===== config.mk =====
export PLATFORM = sky130hd
export DESIGN_NAME = framed_packet_deframer_sum8
export DESIGN_NICKNAME = d
export VERILOG_FILES = /design/src/fpd_pkg.sv /design/src/framed_packet_deframer_sum8.sv
export SDC_FILE = /design/constraint.sdc
export NUM_CORES = 1
export LEC_CHECK = 0
export BUFFER_PORTS_ARGS = -buffer_cell sky130_fd_sc_hd__buf_4
export CAP_MARGIN = 40
export CORE_ASPECT_RATIO = 0.6
export CORE_MARGIN = 3
export CORE_UTILIZATION = 45
export CTS_CLUSTER_SIZE = 12
export DETAILED_ROUTE_END_ITERATION = 8
export HOLD_SLACK_MARGIN = 0.06
export PLACE_DENSITY_LB_ADDON = 0.12
export SLEW_MARGIN = 20
export SYNTH_ARGS = -nofsm -noshare
export SYNTH_HDL_FRONTEND = slang
export SYNTH_SLANG_ARGS = --single-unit

===== constraint.sdc =====
create_clock -name clk -period 6.9 [get_ports clk]
set_clock_uncertainty 0.1 [all_clocks]
set_input_delay 1.035 -clock clk [delete_from_list [all_inputs] [get_ports clk]]
set_output_delay 1.035 -clock clk [all_outputs]
set_load 0.005 [all_outputs]

===== src/fpd_pkg.sv =====
package fpd_pkg;

  localparam logic [7:0] START_BYTE = 8'h02;
  localparam logic [7:0] TYPE_BYTE  = 8'h40;
  localparam logic [7:0] END_BYTE   = 8'h03;
  // header bytes counted into the length field ahead of the payload
  localparam logic [7:0] LEN_OVERHEAD = 8'd3;

  typedef enum logic [3:0] {
    ST_HUNT,
    ST_STATUS,
    ST_TYPE,
    ST_LENGTH,
    ST_TRANS,
    ST_PAGE,
    ST_LAST_PAGE,
    ST_PAYLOAD,
    ST_END
  } parse_state_t;

  typedef enum logic [1:0] {
    ERR_NONE,
    ERR_TYPE,
    ERR_SUM,
    ERR_END
  } err_code_t;

endpackage


===== src/framed_packet_deframer_sum8.sv =====
// Byte-stream deframer for STX/ETX framed packets with an 8-bit sum checksum.
// Frame: 0x02, status, 0x40, length, transmission number, page, last page,
// max(length-3,0) payload bytes, checksum, 0x03.
// Input channel (in_valid/in_ready/in_rx_byte): one received byte per
// transaction. Output channel (out_valid/out_ready/out_*): exactly one result
// transaction per input byte, in order. A result carries the payload byte
// when the input byte was payload, a packet-done flag on a good end byte, an
// error code (wrong type, checksum mismatch, bad end byte), the header fields
// as held after that byte, and the 16-bit wrapping packet count.
// Latency: the result is registered and valid the cycle after the input byte
// is accepted. Throughput: one byte per cycle; the whole parse step is one
// pass of logic through the parser state and the single output register.
// Stall: while the output register holds an untaken result and out_ready is
// low, in_ready drops; when out_ready is high a new byte is accepted in the
// same cycle the old result leaves.
// Reset (rst_n low, synchronous): parser goes back to hunting for the start
// byte, header fields, checksum and packet count clear, no result pending.
module framed_packet_deframer_sum8
  import fpd_pkg::*;
(
  input  logic        clk,
  input  logic        rst_n,

  input  logic        in_valid,
  output logic        in_ready,
  input  logic [7:0]  in_rx_byte,

  output logic        out_valid,
  input  logic        out_ready,
  output logic        out_payload_valid,
  output logic [7:0]  out_payload_byte,
  output logic        out_packet_done,
  output logic [1:0]  out_error_code,
  output logic [7:0]  out_frame_status,
  output logic [7:0]  out_frame_length,
  output logic [7:0]  out_transmission_number,
  output logic [7:0]  out_page_number,
  output logic [7:0]  out_last_page_number,
  output logic [15:0] out_packets_received
);

  // parser state and frame registers
  parse_state_t state_r, state_nxt;
  logic [7:0]  status_r, status_nxt;
  logic [7:0]  length_r, length_nxt;
  logic [7:0]  trans_r, trans_nxt;
  logic [7:0]  page_r, page_nxt;
  logic [7:0]  last_page_r, last_page_nxt;
  logic [7:0]  pay_cnt_r, pay_cnt_nxt;
  logic [7:0]  sum_r, sum_nxt;
  logic [15:0] pkt_cnt_r, pkt_cnt_nxt;

  // result register
  logic        out_valid_r;
  logic        pvalid_r, pvalid_nxt;
  logic [7:0]  pbyte_r, pbyte_nxt;
  logic        done_r, done_nxt;
  err_code_t   err_r, err_nxt;

  logic in_fire;
  logic in_payload;   // byte in payload phase is still payload (not checksum)

  assign in_ready = !out_valid_r || out_ready;
  assign in_fire  = in_valid && in_ready;

  assign in_payload = (length_r > LEN_OVERHEAD) &&
                      (pay_cnt_r < (length_r - LEN_OVERHEAD));

  // next parser state
  always_comb begin
    state_nxt = state_r;
    case (state_r)
      ST_HUNT:      if (in_rx_byte == START_BYTE) state_nxt = ST_STATUS;
      ST_STATUS:    state_nxt = ST_TYPE;
      ST_TYPE:      state_nxt = (in_rx_byte == TYPE_BYTE) ? ST_LENGTH : ST_HUNT;
      ST_LENGTH:    state_nxt = ST_TRANS;
      ST_TRANS:     state_nxt = ST_PAGE;
      ST_PAGE:      state_nxt = ST_LAST_PAGE;
      ST_LAST_PAGE: state_nxt = ST_PAYLOAD;
      ST_PAYLOAD:   if (!in_payload) state_nxt = ST_END;
      ST_END:       state_nxt = ST_HUNT;
      default:      state_nxt = ST_HUNT;
    endcase
  end

  // datapath and result fields
  always_comb begin
    status_nxt    = status_r;
    length_nxt    = length_r;
    trans_nxt     = trans_r;
    page_nxt      = page_r;
    last_page_nxt = last_page_r;
    pay_cnt_nxt   = pay_cnt_r;
    sum_nxt       = sum_r;
    pkt_cnt_nxt   = pkt_cnt_r;
    pvalid_nxt    = 1'b0;
    pbyte_nxt     = 8'h00;
    done_nxt      = 1'b0;
    err_nxt       = ERR_NONE;
    case (state_r)
      ST_STATUS: begin
        status_nxt  = in_rx_byte;
        // type byte is fixed, so it goes into the sum up front
        sum_nxt     = in_rx_byte + TYPE_BYTE;
        pay_cnt_nxt = 8'd0;
      end
      ST_TYPE: begin
        if (in_rx_byte != TYPE_BYTE) err_nxt = ERR_TYPE;
      end
      ST_LENGTH: begin
        length_nxt = in_rx_byte;
        sum_nxt    = sum_r + in_rx_byte;
      end
      ST_TRANS: begin
        trans_nxt = in_rx_byte;
        sum_nxt   = sum_r + in_rx_byte;
      end
      ST_PAGE: begin
        page_nxt = in_rx_byte;
        sum_nxt  = sum_r + in_rx_byte;
      end
      ST_LAST_PAGE: begin
        last_page_nxt = in_rx_byte;
        sum_nxt       = sum_r + in_rx_byte;
      end
      ST_PAYLOAD: begin
        if (in_payload) begin
          pvalid_nxt  = 1'b1;
          pbyte_nxt   = in_rx_byte;
          pay_cnt_nxt = pay_cnt_r + 8'd1;
          sum_nxt     = sum_r + in_rx_byte;
        end else if (sum_r != in_rx_byte) begin
          // mismatch is flagged but the frame still runs to its end byte
          err_nxt = ERR_SUM;
        end
      end
      ST_END: begin
        if (in_rx_byte == END_BYTE) begin
          pkt_cnt_nxt = pkt_cnt_r + 16'd1;
          done_nxt    = 1'b1;
        end else begin
          err_nxt = ERR_END;
        end
        pay_cnt_nxt = 8'd0;
      end
      default: ;
    endcase
  end

  always_ff @(posedge clk) begin
    if (!rst_n) begin
      state_r     <= ST_HUNT;
      status_r    <= 8'd0;
      length_r    <= 8'd0;
      trans_r     <= 8'd0;
      page_r      <= 8'd0;
      last_page_r <= 8'd0;
      pay_cnt_r   <= 8'd0;
      sum_r       <= 8'd0;
      pkt_cnt_r   <= 16'd0;
      out_valid_r <= 1'b0;
    end else begin
      if (in_fire) begin
        state_r     <= state_nxt;
        status_r    <= status_nxt;
        length_r    <= length_nxt;
        trans_r     <= trans_nxt;
        page_r      <= page_nxt;
        last_page_r <= last_page_nxt;
        pay_cnt_r   <= pay_cnt_nxt;
        sum_r       <= sum_nxt;
        pkt_cnt_r   <= pkt_cnt_nxt;
        out_valid_r <= 1'b1;
      end else if (out_ready) begin
        out_valid_r <= 1'b0;
      end
    end
  end

  // result payload: loaded with each accepted byte, no reset needed
  always_ff @(posedge clk) begin
    if (in_fire) begin
      pvalid_r <= pvalid_nxt;
      pbyte_r  <= pbyte_nxt;
      done_r   <= done_nxt;
      err_r    <= err_nxt;
    end
  end

  // header fields and count are shown as held after the byte
  assign out_valid               = out_valid_r;
  assign out_payload_valid       = pvalid_r;
  assign out_payload_byte        = pbyte_r;
  assign out_packet_done         = done_r;
  assign out_error_code          = err_r;
  assign out_frame_status        = status_r;
  assign out_frame_length        = length_r;
  assign out_transmission_number = trans_r;
  assign out_page_number         = page_r;
  assign out_last_page_number    = last_page_r;
  assign out_packets_received    = pkt_cnt_r;

endmodule

==> impl_metrics.py <==
metrics = {
    "setup_path": {
        "crit_path_end_kind": "register",
        "crit_required_ps": 7000,
        "reg2reg_depth": 10,
        "r2r_setup_slack_ps": 3260,
        "worstSetupPathType": "reg2reg",
        "cp-startpoint": "out_frame_length[2]",
        "r2r-start": "out_frame_length[2]",
        "r2r_end": "sum_r[1]",
        "crit_arrival_ps": 3750,
        "crit_fanout": 15,
        "startpoint_type": "register",
    },
    "timing": {
        "slew_viol_final": 0,
        "relSlewSlack_pct": 44.17,
        "worst_pin_slew_ps": 837.4,
        "hold_violations": 0,
        "tns_ps": 0,
        "setup_viol": 0,
        "rsz0062_at_grt": "false",
        "fin_crit_ps": 3643,
        "fmax_mhz": 274.5,
        "finalCritPeriodShare_pct": 52.79,
    },
    "logic_synthesis": {
        "synthesis.nets": 515,
        "ys_seq_area_share_pct": 43.06,
        "yosys_warnings": 0,
        "syn_inst": 483,
        "async_reset_ff_share_pct": 0,
        "synth_area_sq_mm": 0.004417,
        "synth_cell_types": 56,
        "syn_avg_cell_area_sq_um": 9.144,
        "yosys_most_used_dff": "dfxtp_1",
        "synth_edf_count": 12,
        "ys_ff_latch": 89,
    },
    "cts": {
        "postCtsSetupRepairBufs": 0,
        "clock_sinks": 89,
        "cts.path.max_buffers": 2,
        "clk_pin_slew_ps": 70,
        "hold_buffers": 0,
        "numCtsBuffers": 9,
        "cts-root-buf": "clkbuf_16",
        "htreeDepth": 3,
        "ctsResizeCount": 0,
        "cts_tree": "done",
        "insertion_delay_ps": 340,
    },
    "finish": {
        "finalInstanceArea_sq_mm": 0.005418,
        "area_growth_pct": 22.66,
        "drive_gt1_share_pct": 20.00,
        "final_nets": 582,
        "fillers": 830,
        "diodes": 0,
        "final_common_cell": "nor2_1",
        "final_cell_mix": "nor2_1, buf_4, dfxtp_1, nand2_1, mux2i_1",
    },
    "grt": {
        "busiest_layer": "met2",
        "grt_use_met1_pct": 28.27,
        "grt_pass1_wl_mm": 18.42,
        "grt_pass1_vias": 3627,
        "use_met3_pct": 7.567,
        "grt_util_all_layers_pct": 21.13,
        "grt_max_degree": 68,
        "grt.overflow.total": 0,
        "use_met2_pct": 33.33,
        "grt_antenna_before_repair": 0,
    },
    "run": {
        "cap_violations": 0,
    },
    "floorplanning": {
        "io-pin-count": 82,
        "die_h_um": 82.74,
        "die_x_um": 133.9,
        "dieArea_sq_mm": 0.01108,
        "rows": 27,
        "initial_core_util_pct": 47.20,
        "core-area_sq_mm": 0.009358,
    },
    "route": {
        "totalWireLength_mm": 11.38,
        "postRouteAntennaNets": 0,
        "vias": 3795,
        "avgViaCountPerCell": 5.540,
        "wl_per_cell_um": 16.62,
        "drc_errors": 0,
        "first_pass_iters": 5,
        "drt_iter0_drc": 217,
    },
    "power": {
        "intPower_uw": 870.1,
        "combPwrFrac_pct": 4.6,
        "p_seq_share_pct": 47.4,
        "switching_share_pct": 22.19,
        "p_total_mw": 1.118,
        "p_per_area_mw_per_mm2": 206.4,
        "cellLeakagePower_nw": 2.324,
        "clockPowerShare_pct": 48.1,
        "p_switching_uw": 248.1,
        "max-vdd-ir-drop_mv": 0.1193,
    },
    "placement": {
        "io_buffers": 81,
        "dp.final_hpwl_mm": 7.870,
        "gp_congestion": 0.7886,
        "placed_cell_area_sq_mm": 0.005084,
    },
    "worst_hold_path": {
        "holdCritStartpoint": "out_last_page_number[1]",
        "hold_end": "out_last_page_number[1]",
        "min_path_type": "reg2reg",
        "whs_path_depth": 2,
    },
    "run_status": {
        "status": "finished, final reports clean",
    },
}
-- power by group through the flow --
stage / Clock [mW] / Sequential [mW] / Combinational, mW
final: 0.537 / 0.530 / 0.0510
after global routing: 0.567 / 0.530 / 0.0564
after CTS: 0.544 / 0.530 / 0.0513
after detailed placement: 0 / 0.542 / 0.0511
after global placement: 0 / 0.542 / 0.0507
after floorplan: 0 / 0.541 / 0.0258
-- synthesized netlist by cell type (3+ instances only) --
library cell,number,area share (%)
a31oi_1,8,1.1
clkbuf_1,19,1.6
xnor2_1,10,2.0
o31a_1,3,0.60
nand4_1,12,1.7
or4_1,3,0.51
dfxtp_1,77,35
nor2b_1,3,0.42
o22ai_1,4,0.57
o21bai_1,3,0.51
nor2_1,83,7.1
edfxtp_1,12,8.2
o21a_1,5,0.85
and3_1,4,0.57
nand2_1,37,3.1
a21oi_1,24,2.7
xor2_1,8,1.6
a211oi_1,5,0.85
buf_1,3,0.25
nand2b_1,6,0.85
and2_1,6,0.85
inv_1,10,0.85
o21ai_0,16,1.8
a311oi_1,7,1.4
or3_1,6,0.85
nor3_1,15,1.7
mux2i_1,36,8.2
nand3_1,7,0.79
ha_1,19,5.4
-- final cells by class --
cell class | instances | area, sq um | share of cell area, %
flip-flops and latches | 89 | 1902 | 35.10
well taps | 130 | 162.7 | 3.002
inverters | 10 | 37.54 | 0.6928
clock inverters | 4 | 56.30 | 1.039
clock buffers | 12 | 277.8 | 5.127
repair buffers | 82 | 615.6 | 11.36
multi-input cells | 358 | 2366 | 43.67
-- through the flow --
step / utilization [%] / hold slack [ps] / setup WS, ps / std cells
3_3_place_gp: 54.33 / 369.8 / 3309 / 669
2_1_floorplan: - / 374.4 / 3732 / 483
3_5_place_dp: 54.33 / 380.3 / 3267 / 669
5_1_grt: 57.90 / 435.7 / 2888 / 685
4_1_cts: 57.90 / 399.2 / 3252 / 685
6_report: 57.90 / 398.3 / 3257 / 685
-- critical path, cell delays in order (launching register included) --
cell       delay, ps
dfxtp_1          370
or4_4            570
a211oi_1         240
xnor2_1          160
ha_1             280
a41o_1           240
a21oi_1          200
o211ai_2         240
a2111oi_4        800
mux2i_1          260
nor2_1            50
-- per-layer routing --
metal | share of wire (%) | vias to the layer above
met4 | 0.84 | 0
met2 | 44 | 105
met3 | 6.8 | 11
met1 | 48 | 1807
li1 | - | 1872
met5 | 0 | -
-- worst max path at each step --
stage,to
floorplan,sum_r[5]
CTS,sum_r[1]
detailed placement,sum_r[1]
global route,sum_r[0]
finish,sum_r[1]
global placement,out_frame_status[1]
-- state kept, by name (all words and copies together) (netlist names) --
| signal | flops |
|---|---|
| pay_cnt_r | 8 |
| state_r | 4 |
| out_last_page_number | 8 |
| out_payload_byte | 8 |
| out_frame_length | 8 |
| out_transmission_number | 8 |
| sum_r | 8 |
| out_valid | 1 |
| out_packets_received | 16 |
| out_page_number | 8 |
| out_frame_status | 8 |
| out_packet_done | 1 |
| out_error_code | 2 |
| out_payload_valid | 1 |
-- kinds of logic after synthesis --
logic type                 Yosys count  share of synthesized area, %
DFF                                 89                         43.06
buffers and inverters               36                         3.371
adders and majority gates           20                         5.836
AOI/OAI and AO/OA                   88                         13.46
and+or+nand+nor                    196                         22.55
xor gates and xnor gates            18                         3.569
muxes                               36                         8.159
Power figures use the tool's default switching activity.
